## src/hdl/acb_pkg.sv

```systemverilog
// Package: constants, types and register codes of the color bleed block.
package acb_pkg;

  localparam int DEF_MAX_WIDTH  = 1024;
  localparam int DEF_MAX_HEIGHT = 1024;

  localparam int CHAN_W = 8;
  localparam int PIX_W  = 32;
  localparam int DIM_W  = 11;
  localparam int CROP_W = 10;
  localparam int NCH    = 3;
  localparam int NWIN   = 9;
  localparam int CENTER = 4;
  localparam int SUM_W  = 11;
  localparam int CNT_W  = 4;

  localparam int APB_ADDR_W = 5;
  localparam int APB_DATA_W = 32;
  localparam int REG_IDX_W  = 3;

  localparam logic [REG_IDX_W-1:0] REG_IMAGE_WIDTH  = 3'd0;
  localparam logic [REG_IDX_W-1:0] REG_IMAGE_HEIGHT = 3'd1;
  localparam logic [REG_IDX_W-1:0] REG_CROP_LEFT    = 3'd2;
  localparam logic [REG_IDX_W-1:0] REG_CROP_TOP     = 3'd3;
  localparam logic [REG_IDX_W-1:0] REG_CROP_RIGHT   = 3'd4;
  localparam logic [REG_IDX_W-1:0] REG_CROP_BOTTOM  = 3'd5;

  localparam logic [DIM_W-1:0]  RST_IMAGE_WIDTH  = 11'd1024;
  localparam logic [DIM_W-1:0]  RST_IMAGE_HEIGHT = 11'd1024;
  localparam logic [CROP_W-1:0] RST_CROP_LEFT    = 10'd0;
  localparam logic [CROP_W-1:0] RST_CROP_TOP     = 10'd0;
  localparam logic [CROP_W-1:0] RST_CROP_RIGHT   = 10'd1023;
  localparam logic [CROP_W-1:0] RST_CROP_BOTTOM  = 10'd1023;

  localparam logic CMD_PIXEL = 1'b0;
  localparam logic CMD_FLUSH = 1'b1;

  typedef struct packed {
    logic [DIM_W-1:0]  image_width;
    logic [DIM_W-1:0]  image_height;
    logic [CROP_W-1:0] crop_left;
    logic [CROP_W-1:0] crop_top;
    logic [CROP_W-1:0] crop_right;
    logic [CROP_W-1:0] crop_bottom;
  } acb_cfg_t;

  typedef enum logic [2:0] {
    ST_IDLE,
    ST_READ,
    ST_CHECK,
    ST_SUM,
    ST_DIV,
    ST_OUT
  } acb_state_t;

endpackage

```

## src/hdl/acb_regs.sv

```systemverilog
// APB configuration registers of the color bleed block.
module acb_regs import acb_pkg::*; (
  input  logic                  clk,
  input  logic                  rst,
  input  logic                  psel,
  input  logic                  penable,
  input  logic                  pwrite,
  input  logic [APB_ADDR_W-1:0] paddr,
  input  logic [APB_DATA_W-1:0] pwdata,
  output logic [APB_DATA_W-1:0] prdata,
  output logic                  pready,
  output acb_cfg_t              cfg
);

  logic [REG_IDX_W-1:0] reg_idx;
  logic                 wr_en;

  assign reg_idx = paddr[APB_ADDR_W-1:2];
  assign wr_en   = psel && penable && pwrite;
  assign pready  = 1'b1;

  always_ff @(posedge clk) begin
    if (rst) begin
      cfg.image_width  <= RST_IMAGE_WIDTH;
      cfg.image_height <= RST_IMAGE_HEIGHT;
      cfg.crop_left    <= RST_CROP_LEFT;
      cfg.crop_top     <= RST_CROP_TOP;
      cfg.crop_right   <= RST_CROP_RIGHT;
      cfg.crop_bottom  <= RST_CROP_BOTTOM;
    end else if (wr_en) begin
      case (reg_idx)
        REG_IMAGE_WIDTH:  cfg.image_width  <= pwdata[DIM_W-1:0];
        REG_IMAGE_HEIGHT: cfg.image_height <= pwdata[DIM_W-1:0];
        REG_CROP_LEFT:    cfg.crop_left    <= pwdata[CROP_W-1:0];
        REG_CROP_TOP:     cfg.crop_top     <= pwdata[CROP_W-1:0];
        REG_CROP_RIGHT:   cfg.crop_right   <= pwdata[CROP_W-1:0];
        REG_CROP_BOTTOM:  cfg.crop_bottom  <= pwdata[CROP_W-1:0];
        default: ;
      endcase
    end
  end

  always_comb begin
    case (reg_idx)
      REG_IMAGE_WIDTH:  prdata = APB_DATA_W'(cfg.image_width);
      REG_IMAGE_HEIGHT: prdata = APB_DATA_W'(cfg.image_height);
      REG_CROP_LEFT:    prdata = APB_DATA_W'(cfg.crop_left);
      REG_CROP_TOP:     prdata = APB_DATA_W'(cfg.crop_top);
      REG_CROP_RIGHT:   prdata = APB_DATA_W'(cfg.crop_right);
      REG_CROP_BOTTOM:  prdata = APB_DATA_W'(cfg.crop_bottom);
      default:          prdata = '0;
    endcase
  end

endmodule

```

## config.mk

```make
export PLATFORM = sky130hd
export DESIGN_NAME = acb_regs
export DESIGN_NICKNAME = d
export VERILOG_FILES = /design/src/hdl/acb_pkg.sv /design/src/hdl/acb_regs.sv
export SDC_FILE = /design/constraint.sdc
export NUM_CORES = 1
export LEC_CHECK = 0
export BUFFER_PORTS_ARGS = -buffer_cell sky130_fd_sc_hd__buf_4
export CAP_MARGIN = 20
export CORE_ASPECT_RATIO = 0.8
export CORE_MARGIN = 5
export CORE_UTILIZATION = 44
export CTS_BUF_LIST = sky130_fd_sc_hd__clkbuf_8
export DETAILED_ROUTE_END_ITERATION = 10
export HOLD_SLACK_MARGIN = 0.06
export PLACE_DENSITY = 0.78
export SYNTH_ARGS = -nofsm -noshare
export SYNTH_HDL_FRONTEND = slang
export SYNTH_SLANG_ARGS = --single-unit
```

## constraint.sdc

```tcl
create_clock -name clk -period 1.1 [get_ports clk]
set_input_delay 0.055 -clock clk [delete_from_list [all_inputs] [get_ports clk]]
set_output_delay 0.055 -clock clk [all_outputs]
set_load 0.02 [all_outputs]
```

* Yosys cells after proc, flatten, opt, wreduce, memory -nomap -nowiden
Index checks and enable logic that the tools add are counted.
** Cells by class
- Reduce and logical (&&, ||, !) cells :: 9
- Equality and inequality tests :: 5
- Multiplexer cells :: 1
** Operators by type and width (count)
- $pmux 11 s6 :: 1
- $reduce_and 2->1 :: 6
- $eq 3x2->1 const B :: 2
- $eq 3x3->1 const B :: 2
- $eq 3x1->1 const B :: 1
- $logic_not 3->1 :: 1
- $logic_and 1x1->1 :: 2
** Word-level totals
- Output and inout port bits :: 95
- Register bits after elaboration :: 62

* Longest topological paths before layout
Gate-level depths: netlist of run 1.
- Word-level depth :: 3
- Depth in mapped cells :: 5
- Mapped depth without buffers :: 3

* Least setup slack after synthesis of run 1
Ideal clock, no wire load.
- Kind :: reg-to-output
- Start :: reg cfg[40] (netlist name)
- End :: out prdata[0]
- Buffers on the path :: 0
- Cell stages (with the launch flop) :: 4
- Arrival time :: 1.167 ns
- Setup slack :: -0.122 ns
- Cells stage by stage :: dfxtp_1 > mux2_2 > a22oi_1 > o21ai_0
** On the way
- Cells in the longest elaborated chain, start to end :: 1
** Ends and longest elaborated chain
- start, declared :: line acb_regs.sv:12 : output acb_cfg_t cfg
- $pmux 11 s6 :: line acb_regs.sv:44 : case (reg_idx)
- end, declared :: line acb_regs.sv:10 : output logic [APB_DATA_W-1:0] prdata,
No other way between the ends.

* Worst setup path after layout of run 1
- Start :: reg cfg[22] (netlist name)
- End :: out prdata[2]
The elaborated chain is that of the path after synthesis.

==> metrics.md, run 1 <==
| Metric | Value |
|---|---|
| Total gr overflow | 0 |
| Synthesis-to-finish area growth | 46.11% |
| Worst hold slack | 0.1907 ns |
| Synth warn | 0 |
| Initial cell density of the core | 45.54% |
| Die width | 104.9 um |
| FF/Latch Area | 1261 sq um |
| Synthesized instance count | 344 |
| Vias in the first global route | 3020 |
| Diodes inserted | 0 |
| Sw Pwr | 1.234 mW |
| Clock root cell | clkbuf_8 |
| Ys async rst share | 0% |
| Fmax | 685.7 MHz |
| Clk sink count | 62 |
| Syn Area/Cell | 9.213 sq um |
| Top Ports | 137 |
| Slowest-stage cell, CP | dfxtp_1 |
| Maximum root-to-sink buffer count | 2 |
| Final GP Congestion | 0.8669 |
| Finished Cell Area | 4631 sq um |
| Crit end category | primary output |
| DR vias/cell | 5.219 |
| Share of post-route cells with drive strength above 1 | 43.39% |
| Vias | 2980 |
| Layout fillers | 541 |
| Max transition margin | 54.12% |
| Sequential area share after synthesis | 39.16% |
| Worst r2r path cells | 4 |
| Max Clock Skew | 0 ns |
| Die H | 85.91 um |
| Slew @ Worst Pin | 0.6852 ns |
| Worst path max stage delay | 0.35 ns |
| CTS tree | yes |
| Cell depth of the worst hold path | 4 |
| Area occupied by multi-input gates | 1852 sq um |
| Routed wire per std cell | 17.49 um |
| GRT Overall Usage | 22.14% |
| Internal power | 3.387 mW |
| Power per cell area | 998.0 nW/um^2 |
| Final hold viol count | 0 |
| Switching Fraction | 26.71% |
| Seq pwr share | 49.3% |
| Initial antenna violation count | 0 |
| Worst IR Drop VDD | 0.5888 mV |
| DR pass1 iterations | 4 |
| Leak | 2.054 nW |
| Final setup violation count | 11 |
| RSZ-0062 raised after global routing | yes |
| Final Cycle Share | 132.6% |
| FP Rows | 27 |
| CORE AREA | 6959 sq um |
| Largest net degree at the start of global routing | 31 |
| First-pass GRT wire length | 15970 um |
| Overall power | 4.621 mW |
| Critical path buffer and inverter count | 1 |
| Main flop type after synthesis | dfxtp_1 |
| Setup TNS | -3.218 ns |
| Slew Limit Fails | 0 |
| Stages on the worst setup path | 4 |
| Post-placement setup slack | -0.3085 ns |
| IO Port Bufs | 91 |
| Worst-path clk slew | 0.07 ns |
| H-tree Lvls | 3 |
| Clk pwr share | 35.4% |
| Nets | 523 |
| Final worst setup slack | -0.3583 ns |
| Final min period | 1.458 ns |
| Leading registers by flop count | cfg (62) |
| CP Max Fanout | 3 |
| Crit path kind | reg -> out |
| Clock latency on the worst-skew pair | 0.34 ns |
| Min-Delay Path Class | in -> reg |
| Failing checks | negative setup slack |
| Netlist cell types | 26 |
| Largest Register | cfg |
| Post-Route WL | 9986 um |
| WP data arrival | 1.40 ns |
| Worst Path Required | 1.04 ns |
| Mapped cell area | 3169 sq um |
| Max FFs per register | 62 |
| Post-synth EDFFs | 0 |
| Cell Chain, Critical Path | mux2_2 > a22oi_1 > a21oi_2 > buf_4 |
| CTS Buf Count | 9 |
| Outcome | complete, but fails checks |
| ANT nets after route | 0 |
| Initial DRC Count | 224 |
| Combinational Power Share | 15.4% |
| Crit path max-delay family | flip-flops |
| MaxCap Viol Count | 0 |
| Critical Path Start Type | flip-flop |
| DP Area | 4179 sq um |
| Placed wire-length estimate | 7301 um |
| Register bit count reported by yosys | 62 |
| Die ar. | 9011 sq um |
| Final routed DRC violation total | 0 |
-- metrics by stage --
step	instances	utilization, %
final	571	66.54
after global routing	571	66.54
after CTS	571	65.97
after detailed placement	540	60.05
after global placement	540	60.05
after floorplan	364	-
-- cell families after synthesis --
family / Yosys count / share of synthesized area (%)
AND/OR/NAND/NOR: 102 / 18.59
other: 2 / 0.2370
flip-flops: 62 / 39.16
buffers and inverters: 48 / 8.843
AO/OA/AOI/OAI: 64 / 11.76
multiplexers: 66 / 21.40
-- final timing paths --
check	from	to	slack, ns
max	cfg[22]	prdata[2]	-0.36
min	rst	cfg[11]	0.19
max reg2reg	cfg[35]	cfg[35]	0.20
min reg2reg	cfg[46]	cfg[46]	0.50
-- cells in the mapped netlist, types with 3 or more instances --
cell type | number | area, sq um
buf_2 | 5 | 25.02
clkbuf_1 | 18 | 67.56
nor2_1 | 34 | 127.6
a22oi_1 | 9 | 67.56
mux2_2 | 14 | 157.7
mux2i_1 | 52 | 520.5
buf_4 | 23 | 172.7
a21oi_1 | 5 | 25.02
a221oi_1 | 5 | 43.79
or3_1 | 5 | 31.28
nor2b_1 | 21 | 131.4
dfxtp_1 | 62 | 1241
o221ai_1 | 3 | 26.28
nand2b_1 | 32 | 200.2
o21ai_0 | 41 | 205.2
-- placed cells by master (no fill, tap or decap), drive strengths merged, types with 5 or more instances in the layout --
cell type and instances:
buf 142, dfxtp 62, mux2i 52, o21ai 42, nor2 36, nand2b 32, conb 22, nor2b 21
mux2 14, dlygate4sd3 11, clkbuf 10, a22oi 9, or3 5, a21oi 5, a221oi 5
-- layout make-up --
cell class	count	share of cell area, %
inverter	1	0.08106
multi-input combinational	254	39.99
sequential	62	27.24
timing repair buffer	153	26.99
clock buffer	10	2.972
clock inverter	4	0.3783
tap	87	2.351
-- metal layers --
metal	GRT usage [%]	part of all wire, %	vias to the layer above
met5	0	0	-
met4	7.201	2.0	0
met3	6.998	7.6	18
met2	33.66	46	125
met1	29.94	44	1421
li1	-	-	1416
-- power by group through the flow --
| stage | Combinational [mW] | Clock (mW) | Sequential [mW] |
|---|---|---|---|
| CTS | 0.683 | 1.67 | 2.27 |
| finish | 0.709 | 1.64 | 2.28 |
| detailed placement | 0.624 | 0 | 2.32 |
| global placement | 0.614 | 0 | 2.32 |
| floorplan | 0.410 | 0 | 2.34 |
| global route | 0.752 | 1.80 | 2.28 |
-- what timing repair did --
| item | 4_1_cts | 5_1_grt |
|---|---|---|
| resized for setup | 29 | 11 |
| endpoints found under the setup margin | 11 | 11 |
| hold endpoints to repair | 22 | 0 |
| hold buffers | 11 | 0 |
| pin swaps | 4 | 2 |
| buffers inserted | 6 | 0 |
-- worst register-to-register path, delay by kind of cell, from the launching register on --
family                 cells  cell delay [ns]
buffers and inverters      1             0.13
flip-flops                 1             0.32
AND/OR/NAND/NOR            1             0.12
AO/OA/AOI/OAI              2             0.21
No activity file was read; power rests on OpenSTA's default activity.
==> run 2, diff against run 1 <==
Settings changed: SETUP_SLACK_MARGIN set to 0.2.
==> run 2 against run 1 <==
Final area is 15% higher. Fmax is 3.0% lower. Sequential cell count stayed put. Setup slack worse by 0.046 ns. Clock power is 48% higher. Wire length is 19% higher. Combinational power is 8.3% higher. Die area stayed put. Sequential share of layout area is 1.7 points lower. Critical path type unchanged. The run still ends with negative setup slack left.
==> metrics.md, run 2 (synthesis results as in run 1) <==
| Metric | Value |
|---|---|
| Outcome | complete, but fails checks |
| Failing checks | negative setup slack |
| Final routed DRC violation total | 0 |
| Cell Chain, Critical Path | mux2_4 > a221oi_4 > a21oi_2 > buf_4 |
| Placed insts | 540 |
| Fmax | 664.8 MHz |
| Fin cells | 587 |
| Largest net degree at the start of global routing | 34 |
| Post-placement setup slack | -0.5316 ns |
| Crit path kind | reg -> out |
| Power per cell area | 1016 nW/um^2 |
| Slowest-stage cell, CP | dfxtp_4 |
| CP Max Fanout | 2 |
| Total gr overflow | 0 |
| MaxCap Viol Count | 0 |
| CORE AREA | 6959 sq um |
| Worst r2r path cells | 4 |
| CTS tree | yes |
| Commonest non-fill, non-tap cell in the layout | buf_6 |
| Max Clock Skew | 0 ns |
| Post-Route WL | 11840 um |
| Seq pwr share | 41.2% |
| CTS Buf Count | 9 |
| Clock latency on the worst-skew pair | 0.35 ns |
| Final worst setup slack | -0.4041 ns |
| Nets | 537 |
| Share of post-route cells with drive strength above 1 | 55.80% |
| Leak | 2.290 nW |
| Hold path startpoint | rst |
| Worst hold slack | 0.1733 ns |
| Final setup violation count | 12 |
| Synthesis-to-finish area growth | 68.73% |
| Setup TNS | -3.662 ns |
| Switching Fraction | 24.76% |
| Max transition margin | 55.27% |
| Final GP Congestion | 0.8800 |
| Routed wire per std cell | 20.16 um |
| Maximum root-to-sink buffer count | 2 |
| Vias in the first global route | 3057 |
| Reg2reg start | cfg[32] |
| Overall power | 5.435 mW |
| DR pass1 iterations | 5 |
| Slew Limit Fails | 0 |
| Worst path max stage delay | 0.35 ns |
| Die H | 85.91 um |
| Final hold viol count | 0 |
| Reg2reg setup slack | 0.14 ns |
| Most frequent cells in the layout | buf_6, buf_4, mux2i_1, dfxtp_2, o21ai_0 |
| Die width | 104.9 um |
| Crit end category | primary output |
| Initial antenna violation count | 0 |
| DR vias/cell | 5.467 |
| Largest Register | cfg |
| Top Ports | 137 |
| Layout fillers | 388 |
| Leading registers by flop count | cfg (62) |
| Clock root cell | clkbuf_8 |
| Cell depth of the worst hold path | 3 |
| Initial DRC Count | 263 |
| Min-Delay Path Class | in -> reg |
| RSZ-0062 raised after global routing | yes |
| Worst Path Required | 1.04 ns |
| Worst-path clk slew | 0.07 ns |
| Sw Pwr | 1.345 mW |
| Vias | 3209 |
| FP Rows | 27 |
| Placed wire-length estimate | 7295 um |
| Die ar. | 9011 sq um |
| WP data arrival | 1.45 ns |
| Worst R2R End | cfg[32] |
| Clk sink count | 62 |
| Final min period | 1.504 ns |
| IO Port Bufs | 91 |
| GRT Overall Usage | 22.94% |
| Combinational Power Share | 14.1% |
| H-tree Lvls | 3 |
| Clk pwr share | 44.7% |
| Initial cell density of the core | 45.54% |
| ANT nets after route | 0 |
| Diodes inserted | 0 |
| Critical Path Start Type | flip-flop |
| First-pass GRT wire length | 16360 um |
| Internal power | 4.089 mW |
| Max FFs per register | 62 |
| Slew @ Worst Pin | 0.6679 ns |
| Worst IR Drop VDD | 0.9016 mV |
| End of the worst hold path | cfg[50] |
| Final Cycle Share | 136.7% |
[run 2: changes by cell type in the layout (fill, tap and decap cells not counted), moves of 19 or more]
cell	previous run	this run
dfxtp_2	16	43
dfxtp_1	46	0
dfxtp_4	0	19
buf_6	3	98
buf_4	134	54
[run 2: area by class of cell]
cell class	count	area [sq um]	area share, %
Tap cell	87	108.9	2.036
Clock inverter	6	102.6	1.919
Inverter	1	3.754	0.07019
Sequential cell	62	1366	25.55
Timing Repair Buffer	167	1699	31.77
Clock buffer	10	137.6	2.574
Multi-Input combinational cell	254	1929	36.08
[run 2: power groups by stage]
stage | sequential, mW | clock (mW) | combinational, mW
final | 2.24 | 2.43 | 0.768
after global routing | 2.24 | 2.53 | 0.808
after CTS | 2.25 | 2.43 | 0.717
after detailed placement | 2.30 | 0 | 0.658
after global placement | 2.30 | 0 | 0.649
after floorplan | 2.32 | 0 | 0.455
[run 2: timing repair]
action	CTS	global route
pin swaps	6	5
hold endpoints to repair	22	0
setup buffers	5	15
setup endpoints to repair	104	127
hold buffers	11	0
gates resized for setup	112	48
[run 2: worst max-delay path, delay by kind of cell, from the launching register on]
kind                   cells  cell delay (ns)
AO/OA/AOI/OAI              2             0.30
buffers and inverters      1             0.16
flip-flops                 1             0.35
multiplexers               1             0.29
[run 2: through the flow]
step	util [%]	instance area, sq um
after floorplan	-	3476
after global placement	62.42	4344
after detailed placement	62.42	4344
after CTS	72.55	5049
after global routing	76.84	5348
final	76.84	5348
[run 2: how the worst max path moves through the flow]
stage / startpoint / to / slack (ns) / cells after the start
finish: cfg[53] / prdata[2] / -0.40 / 4
global route: cfg[21] / prdata[1] / -0.47 / 4
CTS: cfg[52] / prdata[1] / -0.39 / 4
detailed placement: paddr[3] / prdata[5] / -0.53 / 5
global placement: paddr[3] / prdata[5] / -0.54 / 5
floorplan: paddr[2] / cfg[51] / 0.03 / 5
[run 2: metal layers]
metal	track usage (%)	routed length, um	vias to the layer above
met5	0	0	-
met4	6.736	269	0
met3	7.524	1104	23
met2	36.00	5724	196
met1	30.23	4738	1536
li1	-	-	1454
