<file path="src/hdl/acb_pkg.sv">
// Package: constants, types and register codes of the color bleed block.
package acb_pkg;

  localparam int DEF_MAX_WIDTH  = 1024;
  localparam int DEF_MAX_HEIGHT = 1024;

  localparam int CHAN_W = 8;
  localparam int PIX_W  = 32;
  localparam int DIM_W  = 11;
  localparam int CROP_W = 10;
  localparam int NCH    = 3;
  localparam int NWIN   = 9;
  localparam int CENTER = 4;
  localparam int SUM_W  = 11;
  localparam int CNT_W  = 4;

  localparam int APB_ADDR_W = 5;
  localparam int APB_DATA_W = 32;
  localparam int REG_IDX_W  = 3;

  localparam logic [REG_IDX_W-1:0] REG_IMAGE_WIDTH  = 3'd0;
  localparam logic [REG_IDX_W-1:0] REG_IMAGE_HEIGHT = 3'd1;
  localparam logic [REG_IDX_W-1:0] REG_CROP_LEFT    = 3'd2;
  localparam logic [REG_IDX_W-1:0] REG_CROP_TOP     = 3'd3;
  localparam logic [REG_IDX_W-1:0] REG_CROP_RIGHT   = 3'd4;
  localparam logic [REG_IDX_W-1:0] REG_CROP_BOTTOM  = 3'd5;

  localparam logic [DIM_W-1:0]  RST_IMAGE_WIDTH  = 11'd1024;
  localparam logic [DIM_W-1:0]  RST_IMAGE_HEIGHT = 11'd1024;
  localparam logic [CROP_W-1:0] RST_CROP_LEFT    = 10'd0;
  localparam logic [CROP_W-1:0] RST_CROP_TOP     = 10'd0;
  localparam logic [CROP_W-1:0] RST_CROP_RIGHT   = 10'd1023;
  localparam logic [CROP_W-1:0] RST_CROP_BOTTOM  = 10'd1023;

  localparam logic CMD_PIXEL = 1'b0;
  localparam logic CMD_FLUSH = 1'b1;

  typedef struct packed {
    logic [DIM_W-1:0]  image_width;
    logic [DIM_W-1:0]  image_height;
    logic [CROP_W-1:0] crop_left;
    logic [CROP_W-1:0] crop_top;
    logic [CROP_W-1:0] crop_right;
    logic [CROP_W-1:0] crop_bottom;
  } acb_cfg_t;

  typedef enum logic [2:0] {
    ST_IDLE,
    ST_READ,
    ST_CHECK,
    ST_SUM,
    ST_DIV,
    ST_OUT
  } acb_state_t;

endpackage

</file>
<file path="src/hdl/acb_div.sv">
// Iterative divider: three channel sums by a shared neighbor count, one bit a cycle.
module acb_div import acb_pkg::*; (
  input  logic                         clk,
  input  logic                         rst,
  input  logic                         start,
  input  logic [NCH-1:0][SUM_W-1:0]    dividend,
  input  logic [CNT_W-1:0]             divisor,
  output logic                         done,
  output logic [NCH-1:0][CHAN_W-1:0]   quotient
);

  localparam int STEP_W = $clog2(SUM_W + 1);

  logic [STEP_W-1:0]              steps;
  logic [CNT_W-1:0]               div_q;
  logic [NCH-1:0][CNT_W-1:0]      rem;
  logic [NCH-1:0][SUM_W-1:0]      shreg;
  logic [NCH-1:0][CNT_W-1:0]      rem_next;
  logic [NCH-1:0][SUM_W-1:0]      shreg_next;

  // One restoring step per channel: bring in the next dividend bit, subtract if it fits.
  always_comb begin
    logic [CNT_W:0] trial;
    logic [CNT_W:0] diff;
    logic           fits;
    for (int c = 0; c < NCH; c++) begin
      trial = {rem[c], shreg[c][SUM_W-1]};
      diff  = trial - {1'b0, div_q};
      fits  = trial >= {1'b0, div_q};
      rem_next[c]   = fits ? diff[CNT_W-1:0] : trial[CNT_W-1:0];
      shreg_next[c] = {shreg[c][SUM_W-2:0], fits};
    end
  end

  always_ff @(posedge clk) begin
    if (rst) begin
      steps <= '0;
      done  <= 1'b0;
    end else begin
      done <= (steps == STEP_W'(1));
      if (start) begin
        steps <= STEP_W'(SUM_W);
      end else if (steps != '0) begin
        steps <= steps - STEP_W'(1);
      end
    end
  end

  always_ff @(posedge clk) begin
    if (start) begin
      div_q <= divisor;
      rem   <= '0;
      shreg <= dividend;
    end else if (steps != '0) begin
      rem   <= rem_next;
      shreg <= shreg_next;
    end
  end

  always_comb begin
    for (int c = 0; c < NCH; c++) begin
      quotient[c] = shreg[c][CHAN_W-1:0];
    end
  end

endmodule

</file>
<file path="config.mk">
export PLATFORM = sky130hd
export DESIGN_NAME = acb_div
export DESIGN_NICKNAME = d
export VERILOG_FILES = /design/src/hdl/acb_pkg.sv /design/src/hdl/acb_div.sv
export SDC_FILE = /design/constraint.sdc
export NUM_CORES = 1
export LEC_CHECK = 0
export BUFFER_PORTS_ARGS = -buffer_cell sky130_fd_sc_hd__buf_4
export CAP_MARGIN = 20
export CORE_ASPECT_RATIO = 1.5
export CORE_UTILIZATION = 54
export CTS_CLUSTER_DIAMETER = 40
export DETAILED_ROUTE_END_ITERATION = 10
export PLACE_DENSITY = 0.78
export SKIP_LAST_GASP = 1
export SYNTH_ARGS = -nofsm -noshare
export SYNTH_HDL_FRONTEND = slang
export SYNTH_SLANG_ARGS = --single-unit
</file>
<file path="constraint.sdc">
create_clock -name clk -period 2.3 [get_ports clk]
set_input_delay 0.23 -clock clk [delete_from_list [all_inputs] [get_ports clk]]
set_output_delay 0.23 -clock clk [all_outputs]
set_load 0.01 [all_outputs]
</file>
# --- Word level (Yosys, flattened, before mapping) ---
# Index checks and enable logic that the tools add are counted.
totals:
  register_bits: 54
  input_bits: 40
  out_inout_bits: 25
  elab_cells: 28
op_classes:
  n_addsub: 4
  n_lt_le_gt_ge: 3
  eq_ne: 1
  mux: 7
  n_reduce_logical: 3
ops:
  columns: ["op", "count"]
  rows:
  - ["33-bit 2-to-1 mux", 2]
  - ["4-bit 2-to-1 mux", 5]
  - ["5-bit by 4-bit greater-or-equal comparator with 1-bit output", 3]
  - ["4-bit subtractor", 3]
  - ["4-bit by 1-bit == test with 1-bit output (second input constant)", 1]
  - ["4-bit nonzero test", 1]
  - ["4-bit by 1-bit subtractor with 4-bit output (second input constant)", 1]
  - ["2-bit nonzero test", 1]
  - ["2-bit OR reduction", 1]

# --- Longest topological paths before layout ---
# Gate-level depths: netlist (run 1).
depth:
  ltp_word: 3
  mapped_depth: 6

# --- Least setup slack after synthesis (run 1) ---
# OpenSTA, ideal clock, no wires.
synth_timing:
  kind: "register to register"
  start: "reg div_q[1]"
  end: "reg shreg (netlist bit quotient[16]) (data pin)"
  setup_time_ns: 0.260
  t_arrival_ns: 1.524
  t_required_ns: 2.040
  setup_slack_ns: 0.516
  stages_incl_launch_ff: 7
  n_path_buf: 0
  period_less_slack_ns: 1.784
  cell_sequence: "edfxtp_1 -> inv_1 -> ha_1 -> nand4_1 -> nand2_2 -> or2_1 -> mux2_2"
synth_via:
  elab_chain_cells: 3
synth_rtl:
  columns: ["item", "line_no", "source"]
  rows:
  - ["from (decl)", "acb_div.sv:15", "logic [CNT_W-1:0] div_q;"]
  - ["from (signal assigned)", "acb_div.sv:51", "div_q <= divisor;"]
  - ["5-bit by 4-bit greater-or-equal comparator with 1-bit output", "acb_div.sv:29", "fits = trial >= {1'b0, div_q};"]
  - ["33-bit 2-to-1 mux", "acb_div.sv:54", "end else if (steps != '0) begin"]
  - ["33-bit 2-to-1 mux", "acb_div.sv:50", "if (start) begin"]
  - ["to (signal assigned)", "acb_div.sv:53", "shreg <= dividend;"]
  - ["to (signal assigned)", "acb_div.sv:56", "shreg <= shreg_next;"]
  - ["to (decl)", "acb_div.sv:17", "logic [NCH-1:0][SUM_W-1:0] shreg;"]
# Every way passes these cells. The select of a mux whose other input is x is not followed.
# A chain may end at the register's enable or synchronous reset.

# --- Final worst setup path (run 1) ---
# Same ends and word-level chain as after synthesis.

==> results of run 1 <==
[stage by stage]
stage / std cells / util, % / worst slack (ns)
6_report: 353 / 65.2 / 0.408
5_1_grt: 353 / 65.2 / 0.251
4_1_cts: 353 / 65.2 / 0.395
3_5_place_dp: 345 / 63.3 / 0.410
3_3_place_gp: 345 / 63.3 / 0.451
2_1_floorplan: 240 / - / 0.516
[kinds of logic after synthesis]
| group | Yosys count | synth area share [%] |
|---|---|---|
| DFF | 54 | 50.2 |
| muxes | 31 | 12.1 |
| buffers and inverters | 42 | 9.34 |
| AOI/OAI and AO/OA | 39 | 9.94 |
| xor gates and xnor gates | 3 | 0.908 |
| adders and majority gates | 15 | 7.26 |
| and+or+nand+nor | 56 | 10.3 |
[where the power goes]
part           switching, W  total (W)  internal (W)
Clock              0.000340   0.000569      0.000228
Combinational      0.000652    0.00126      0.000603
Sequential         0.000150    0.00145       0.00130
[registers in the layout, summed over array words and instances (netlist names)]
name,flops
div_q,4
done,1
quotient,24
rem,12
shreg,9
steps,4
[path summary, 6_finish.rpt]
check / startpoint / end / cells after the start
worst max-delay path: div_q[1]$_DFFE_PP_ / quotient[16]$_DFFE_PP_ / 6
worst min-delay path: divisor[3] / div_q[3]$_DFFE_PP_ / 1
worst max register to register: div_q[1]$_DFFE_PP_ / quotient[16]$_DFFE_PP_ / 6
worst min register to register: rem[7]$_SDFFE_PP0P_ / rem[7]$_SDFFE_PP0P_ / 2
[Yosys cell counts, types with 2 or more instances]
library cell | number | area share [%]
nand4_1 | 7 | 1.5
buf_2 | 3 | 0.52
o31ai_1 | 2 | 0.52
nor2_1 | 13 | 1.7
nand2_1 | 11 | 1.4
mux2_2 | 31 | 12
a21boi_2 | 2 | 0.78
inv_1 | 12 | 1.6
nand3_1 | 2 | 0.35
o311ai_1 | 4 | 1.2
a21oi_1 | 8 | 1.4
ha_1 | 12 | 5.2
dfxtp_1 | 17 | 12
buf_4 | 25 | 6.5
a21bo_2 | 2 | 0.69
or3_1 | 2 | 0.43
o21ai_0 | 8 | 1.4
and2_1 | 3 | 0.65
buf_6 | 2 | 0.78
edfxtp_1 | 37 | 38
xor2_1 | 2 | 0.61
o21a_1 | 3 | 0.78
fa_1 | 3 | 2.1
nor3_1 | 7 | 1.2
a32o_1 | 3 | 1.0
nand2b_1 | 3 | 0.65
[worst reg2reg max path: stages (launching register included)]
cell and delay, ns:
edfxtp_1 0.48, inv_1 0.12, ha_1 0.32, nand2b_1 0.12
a21oi_2 0.10, or2_1 0.25, mux2_2 0.26
[placed cells by master (no fill, tap or decap), types with 2 or more instances in the layout]
cell type | Yosys | final
buf_4 | 25 | 66
edfxtp_1 | 37 | 37
mux2_2 | 31 | 31
dfxtp_1 | 17 | 17
nor2_1 | 13 | 13
inv_1 | 12 | 12
ha_1 | 12 | 12
nand2_1 | 11 | 11
a21oi_1 | 8 | 8
o21ai_0 | 8 | 8
nand4_1 | 7 | 7
nor3_1 | 7 | 7
clkbuf_8 | 0 | 5
o311ai_1 | 4 | 4
nand2b_1 | 3 | 3
o21a_1 | 3 | 3
and2_1 | 3 | 3
a32o_1 | 3 | 3
fa_1 | 3 | 3
a21boi_2 | 2 | 2
xor2_1 | 2 | 2
a21bo_2 | 2 | 2
nand3_1 | 2 | 2
or3_1 | 2 | 2
o31ai_1 | 2 | 2
[layer usage]
metal | vias up | GRT usage, % | share of wire (%) | routed length (µm)
li1 | 950 | - | - | -
met1 | 938 | 25.0 | 40 | 2160
met2 | 54 | 35.5 | 53 | 2920
met3 | 11 | 4.23 | 4.6 | 252
met4 | 0 | 9.26 | 2.3 | 127
met5 | - | 0 | 0 | 0
[final cells by class]
| type | instances | area (µm²) | share of cell area, % |
|---|---|---|---|
| Timing Repair Buffer | 67 | 515 | 15.3 |
| Multi-Input combinational cell | 144 | 1170 | 34.8 |
| Inverter | 12 | 45.0 | 1.34 |
| Clock inverter | 3 | 28.8 | 0.855 |
| Clock buffer | 5 | 68.8 | 2.04 |
| Sequential cell | 54 | 1450 | 43.1 |
| Tap cell | 68 | 85.1 | 2.53 |
==> metrics.txt, run 1 <==
CP delay by family, top=flip-flops; Buf/Inv on CP=1; RSZ-0062 raised after global routing=no; H-tree levels=2; top_reg_cell synth=edfxtp_1; clk_skew=0.0103 ns; CTS buffer count=5; Final TNS setup=0 ns; # Post-CTS Setup Buffers=0; I/O Buffers=64; DRT Pass-1 Iters=4; period utilisation layout=82.2%; final WL=5460 µm; Ant. Diodes=0; initial antenna violation count=0; P per Cell Area=972 nW/µm²; CP max FO=7; Detail Route Antenna Nets=0; via density per instance=5.53; outcome=completed; Worst path max stage delay=0.48 ns; CTS max path bufs=2; Fmax achieved=529 MHz; Post-synth ARST share=0%; Seq/Total Area, Yosys=50.2%; Residual DRC=0; critical path required time=2.37 ns; # nets final=339; Vias=1953; I/O pins=65; Slew @ Worst Pin=0.537 ns; syn_area_per_cell=12.1 µm²; Area growth, synth to finish=16.3%; instance area at placement=3270 µm²; # setup viols final=0; Initial Util=56.0%; worst hold slack=0.0845 ns; Iteration-0 DRC Markers=46; layout cells sized above 1=41.4%; register bit total from synthesis=54; die area=5660 µm²; hold buffers post-CTS=0; synth unique cells=42; Post-CTS Resized=0; leakage=1.39 nW; DR WL/cell=15.5 µm; Gate Count Post-Synth=240; clk slew on worst S/H paths=0.10 ns; HPWL after DPL=4170 µm; core region area=5160 µm²; Synthesis Warnings=0; Slew Limit Fails=0; global-route wire length before repair=8720 µm; vias in the first global route=1948; largest net degree at the start of global routing=46; Post-synth EDFFs=37; CP arrival=1.97 ns; Hold Crit Class=input pin to register; Max VDD drop=0.603 mV; DIE HEIGHT=91.7 µm; Power Total=0.00327 W; r2r setup slk=0.41 ns; global route overflow=0; Worst-Skew Late Latency=0.32 ns; Total GRT Usage=21.1%; # Max-Cap Violations=0; crit path kind=register to register; critical-path cell list=inv_1 -> ha_1 -> nand2b_1 -> a21oi_2 -> or2_1 -> mux2_2; Mapped Nets=295; GPL Wtd Cong=0.798; mapped cell area=2890 µm²; Die Wd=61.8 µm; CTS tree=done; Slowest-stage cell, CP=edfxtp_1; final std cell area, no fill=3370 µm²; CTS root buf=clkbuf_8; # fillers=415; crit end category=register; Core Rows=32; startpoint types=register; Rel. slew slack=64.2%; clock sink count=54; Hold Fails Final Rpt=0; fin crit period=1.89 ns
Power figures use the tool's default switching activity.
==> run 2, diff against run 1 <==
CORE_UTILIZATION = 49   (was 54)
PLACE_DENSITY = 0.74   (was 0.78)
clock period = 1.6 ns   (was 2.3 ns; I/O delays follow)
==> run 2 against run 1 <==
Net effect: largest power group is now combinational logic; critical endpoint unchanged; largest cell class unchanged; cell count is 5.9% higher; first-iteration DRC count increased by 52%; the flow now finishes with violations (negative setup slack); worst setup slack got worse by 0.45 ns; fmax up 15%; critical path depth unchanged.
==> metrics.txt, run 2 (synthesis results as in run 1) <==
P_sw=0.00179 W (+57%); CP max FO=4 (-3); CTS max path bufs=2 (unchanged); clock sink count=54 (unchanged); crit end category=register; I/O Buffers=64 (unchanged); # fillers=435 (+4.8%); Slew Limit Fails=0 (unchanged); global-route wire length before repair=9290 µm (+6.6%); Int Pwr=0.00346 W (+63%); most common cell after layout, fill and taps aside=buf_4; Detail Route Antenna Nets=0 (unchanged); # Max-Cap Violations=0 (unchanged); period utilisation layout=102% (+20 points); Core Rows=33 (+3.1%); Worst Setup SP=shreg[32]$_DFFE_PP_; outcome=finished with violations; instance area at placement=3450 µm² (+5.5%); r2r setup slk=-0.04 ns (-0.45 ns); GPL Wtd Cong=0.859 (+7.7%); # nets final=358 (+5.6%); Hold Fails Final Rpt=0 (unchanged); Rel. slew slack=76.8% (+13 points); Initial Util=51.9% (-4.1 points); DRT Pass-1 Iters=4 (unchanged); DIE HEIGHT=96.1 µm (+4.9%); via density per instance=5.44 (-1.6%); startpoint types=register; max reg flops=24 (unchanged); failing checks=negative setup slack; RR Startpoint=shreg[32]$_DFFE_PP_; CTS root buf=clkbuf_8; Residual DRC=0 (unchanged); r2r worst-path depth=6 (unchanged); largest net degree at the start of global routing=40 (-13%); commonest cells after routing, fill and taps aside=buf_4, edfxtp_1, mux2_2, dfxtp_1; area of the multi-input gates=1360 µm² (+16%); fin crit period=1.64 ns (-0.254 ns); # setup viols final=3 (+3); leakage=1.49 nW (+7.2%); Max VDD drop=0.826 mV (+37%); layout cells sized above 1=52.0% (+11 points); DR WL/cell=16.0 µm (+3.2%); clk_skew=0.00911 ns (-0.00116 ns); Worst-Skew Late Latency=0.30 ns (-0.02 ns); clk slew on worst S/H paths=0.09 ns (about the same); final core occ=66.6% (+1.4 points); core region area=5570 µm² (+7.9%); CTS tree=done; H-tree levels=2 (unchanged); CTS buffer count=5 (unchanged); Comb pwr share=45.6% (+7.2 points); Storage cell area=1450 µm² (about the same); final WL=5970 µm (+9.4%); crit path kind=register to register; Sw Share=34.1% (-0.86 points); Power Total=0.00525 W (+61%); Ant. Diodes=0 (unchanged); Vias=2036 (+4.2%); vias in the first global route=1978 (+1.5%); critical path required time=1.67 ns (-0.70 ns); clock share of power=14.1% (-3.3 points); Flop pwr share=40.4% (-3.9 points); die area=6220 µm² (+9.9%); CP arrival=1.71 ns (-0.26 ns); HPWL after DPL=4410 µm (+5.8%); Slew @ Worst Pin=0.347 ns (-0.190 ns); Area growth, synth to finish=28.2%; Hold Crit Class=input pin to register; final std cell area, no fill=3710 µm² (+10%); Worst Setup Slack, final=-0.0378 ns (-0.446 ns); P per Cell Area=1420 nW/µm² (+46%); initial antenna violation count=0 (unchanged); Fmax achieved=611 MHz (+15%); Total GRT Usage=20.0% (-1.0 points); I/O pins=65 (unchanged); Die Wd=64.8 µm (+4.8%); Worst setup endpoint=quotient[16]$_DFFE_PP_; global route overflow=0 (unchanged); worst reg2reg path endpoint=quotient[16]$_DFFE_PP_; RSZ-0062 raised after global routing=yes; Iteration-0 DRC Markers=70 (+52%)
run 2: changes by cell type in the layout (fill, tap and decap cells not counted), sizes merged:
cell	before	now
clkbuf	5	8
inv	14	11
buf	67	86
clkinvlp	0	1
clkinv	1	0
run 2: worst min-delay path by stage:
stage / startpoint / endpoint / slack, ns / cells after the start
2_1_floorplan: rst / steps[1]$_SDFFE_PP0P_ / 0.22 / 1
3_3_place_gp: divisor[1] / div_q[1]$_DFFE_PP_ / 0.35 / 1
3_5_place_dp: divisor[1] / div_q[1]$_DFFE_PP_ / 0.35 / 1
4_1_cts: rst / steps[1]$_SDFFE_PP0P_ / 0.03 / 2
5_1_grt: divisor[1] / div_q[1]$_DFFE_PP_ / 0.02 / 1
6_report: rst / steps[1]$_SDFFE_PP0P_ / 0.03 / 2
run 2: area by class of cell:
| class | count | share of cell area [%] |
|---|---|---|
| Inverter | 12 | 1.32 |
| Tap cell | 70 | 2.36 |
| Clock buffer | 8 | 2.16 |
| Timing Repair Buffer | 86 | 18.4 |
| Multi-Input combinational cell | 144 | 36.6 |
| Sequential cell | 54 | 39.2 |
run 2: critical path, cell delays in order, from the launching register on:
cell	delay, ns
edfxtp_1	0.41
inv_1	0.08
ha_2	0.27
nand4_1	0.09
nand2_2	0.08
or2_1	0.22
mux2_2	0.26
run 2: per-stage QoR:
stage	TNS, ns	worst slack (ns)	instances	hold slack (ns)
after floorplan	-3.86	-0.111	240	0.222
after global placement	-0.349	-0.0884	364	0.353
after detailed placement	-0.499	-0.114	364	0.353
after CTS	-0.113	-0.0440	372	0.0299
after global routing	-0.721	-0.112	374	0.0238
final	-0.0655	-0.0378	374	0.0342
run 2: what timing repair did:
| action | in CTS | in global routing |
|---|---|---|
| hold buffers | 0 | 0 |
| resized for setup | 12 | 15 |
| pin swaps | 7 | 5 |
| setup buffers | 0 | 2 |
| setup endpoints to repair | 11 | 12 |
run 2: power by group through the flow:
| stage | sequential, W | combinational (W) | clock (W) |
|---|---|---|---|
| detailed placement | 0.00212 | 0.00209 | 0 |
| global route | 0.00216 | 0.00266 | 0.000795 |
| CTS | 0.00212 | 0.00225 | 0.000749 |
| floorplan | 0.00204 | 0.00151 | 0 |
| finish | 0.00212 | 0.00239 | 0.000738 |
| global placement | 0.00211 | 0.00203 | 0 |
run 2: routing by layer:
metal | share of wire (%) | vias to the layer above | wire length (µm) | track usage [%]
li1 | - | 985 | - | -
met4 | 2.0 | 0 | 119 | 7.41
met5 | 0 | - | 0 | 0
met3 | 3.3 | 9 | 196 | 3.44
met1 | 39 | 1001 | 2310 | 23.4
met2 | 56 | 41 | 3350 | 36.3
==> run 3, diff against run 2 <==
CORE_MARGIN = 5   (was unset)
==> run 3 against run 2 <==
Net effect: critical path type unchanged; cell count is 0.53% higher; fmax is 1.9% lower; critical path depth is 1 lower; the flow still finishes with violations (negative setup slack); core utilization is 1.5 points lower; power is 5.1% higher; clock skew is 0.0017 ns lower; worst setup slack worse by 0.031 ns.
==> metrics.txt, run 3 (synthesis results as in run 1) <==
CTS max path bufs=2 (unchanged); initial antenna violation count=0 (unchanged); Buf/Inv on CP=0 (-1); Area growth, synth to finish=30.0%; clk_skew=0.00736 ns (-0.00174 ns); final core occ=65.0% (-1.5 points); Vias=2045 (+0.44%); global route overflow=0 (unchanged); I/O Buffers=64 (unchanged); I/O pins=65 (unchanged); CTS tree=done; CTS buffer count=5 (unchanged); max reg flops=24 (unchanged); Max VDD drop=0.723 mV (-12%); critical-path cell list=ha_4 -> nand4_1 -> nand2_2 -> or2_1 -> mux2_2; global-route wire length before repair=10800 µm (+16%); Worst Setup Slack, final=-0.0691 ns (-0.0312 ns); leakage=1.51 nW (+1.3%); CP delay by family, top=flip-flops; H-tree levels=2 (unchanged); Iteration-0 DRC Markers=70 (unchanged); DRT Pass-1 Iters=4 (unchanged); Detail Route Antenna Nets=0 (unchanged); Post-Place Cells=366 (+0.55%); Hold Fails Final Rpt=0 (unchanged); Total GRT Usage=18.0% (-2.0 points); # setup viols final=9 (+6); crit end category=register; via density per instance=5.44 (about the same); failing checks=negative setup slack; Finished Layout Cells=376 (+0.53%); RSZ-0062 raised after global routing=yes; core region area=5790 µm² (+3.8%); final WL=6650 µm (+11%); Slowest-stage cell, CP=edfxtp_1; fin crit period=1.67 ns (+0.0312 ns); # Max-Cap Violations=0 (unchanged); Slew @ Worst Pin=0.358 ns (+0.0112 ns); Die Wd=72.8 µm (+12%); HPWL after DPL=4720 µm (+7.0%); commonest cells after routing, fill and taps aside=buf_4, edfxtp_1, mux2_2, dfxtp_1, nor2_1; worst hold slack=0.0221 ns (-0.0121 ns); # nets final=358 (unchanged); CTS root buf=clkbuf_8; Power Total=0.00552 W (+5.1%); Initial Util=50.0% (-1.9 points); crit path kind=register to register; vias in the first global route=2268 (+15%); DR WL/cell=17.7 µm (+11%); Final TNS setup=-0.227 ns (-0.162 ns); Residual DRC=0 (unchanged); Ant. Diodes=0 (unchanged); critical path required time=1.68 ns (about the same); Rel. slew slack=76.0% (-0.75 points); r2r setup slk=-0.07 ns (-0.03 ns); clk slew on worst S/H paths=0.10 ns (about the same); layout cells sized above 1=53.9% (+2.0 points); CP arrival=1.74 ns (+0.03 ns); Hold Crit Class=input pin to register; outcome=finished with violations; clock sink count=54 (unchanged); Worst-Skew Late Latency=0.31 ns (about the same); DIE HEIGHT=104 µm (+8.3%); Slew Limit Fails=0 (unchanged); Core Rows=34 (+3.0%); GPL Wtd Cong=0.859 (about the same); most common cell after layout, fill and taps aside=buf_4; period utilisation layout=104% (+2.0 points); die area=7580 µm² (+22%); largest net degree at the start of global routing=31 (-23%); CP max FO=4 (unchanged); startpoint types=register; Fmax achieved=599 MHz (-1.9%); Worst path max stage delay=0.49 ns (+0.08 ns); P per Cell Area=1470 nW/µm² (+3.7%)
## run 3: through the flow
stage	setup slack (ns)	cell area, µm²
3_5_place_dp	-0.130	3450
3_3_place_gp	-0.109	3450
6_report	-0.0691	3760
2_1_floorplan	-0.111	2930
4_1_cts	-0.0823	3720
5_1_grt	-0.130	3760
## run 3: worst paths after layout
| kind | from | to | cells past startpoint |
|---|---|---|---|
| worst max-delay path | div_q[0]$_DFFE_PP_ | quotient[16]$_DFFE_PP_ | 5 |
| worst min-delay path | divisor[2] | div_q[2]$_DFFE_PP_ | 1 |
| worst max register to register | div_q[0]$_DFFE_PP_ | quotient[16]$_DFFE_PP_ | 5 |
| worst min register to register | rem[7]$_SDFFE_PP0P_ | rem[7]$_SDFFE_PP0P_ | 2 |
## run 3: final cells by class
type / instances / area (µm²)
multi-input cells: 144 / 1370
flip-flops and latches: 54 / 1450
inverters: 12 / 48.8
clock inverters: 3 / 40.0
repair buffers: 86 / 689
clock buffers: 5 / 68.8
fillers: 493 / 2020
well taps: 72 / 90.1
## run 3: per-layer routing
metal	part of all wire [%]	track usage (%)	up-vias
li1	-	-	978
met2	56	32.7	58
met3	4.3	3.58	14
met5	0	0	-
met4	2.7	7.26	0
met1	37	19.8	995
## run 3: report_power, final
part | internal [W] | total [W] | switching (W) | leakage (nW)
clock | 0.000462 | 0.000926 | 0.000464 | 0.0579
combinational | 0.00132 | 0.00248 | 0.00116 | 0.930
sequential | 0.00187 | 0.00212 | 0.000252 | 0.522
## run 3: what timing repair did
item / 4_1_cts / 5_1_grt
setup buffers: 2 / 1
hold buffers: 0 / 0
resized for setup: 22 / 11
pin swaps: 11 / 10
setup endpoints to repair: 11 / 14
gates cloned: 0 / 0
## run 3: worst register-to-register path, delay by kind of cell, from the launching register on
family | cells | cell delay, ns
flip-flops | 1 | 0.49
AND/OR/NAND/NOR | 3 | 0.41
adder cells (fa/ha/maj) | 1 | 0.28
multiplexers | 1 | 0.26
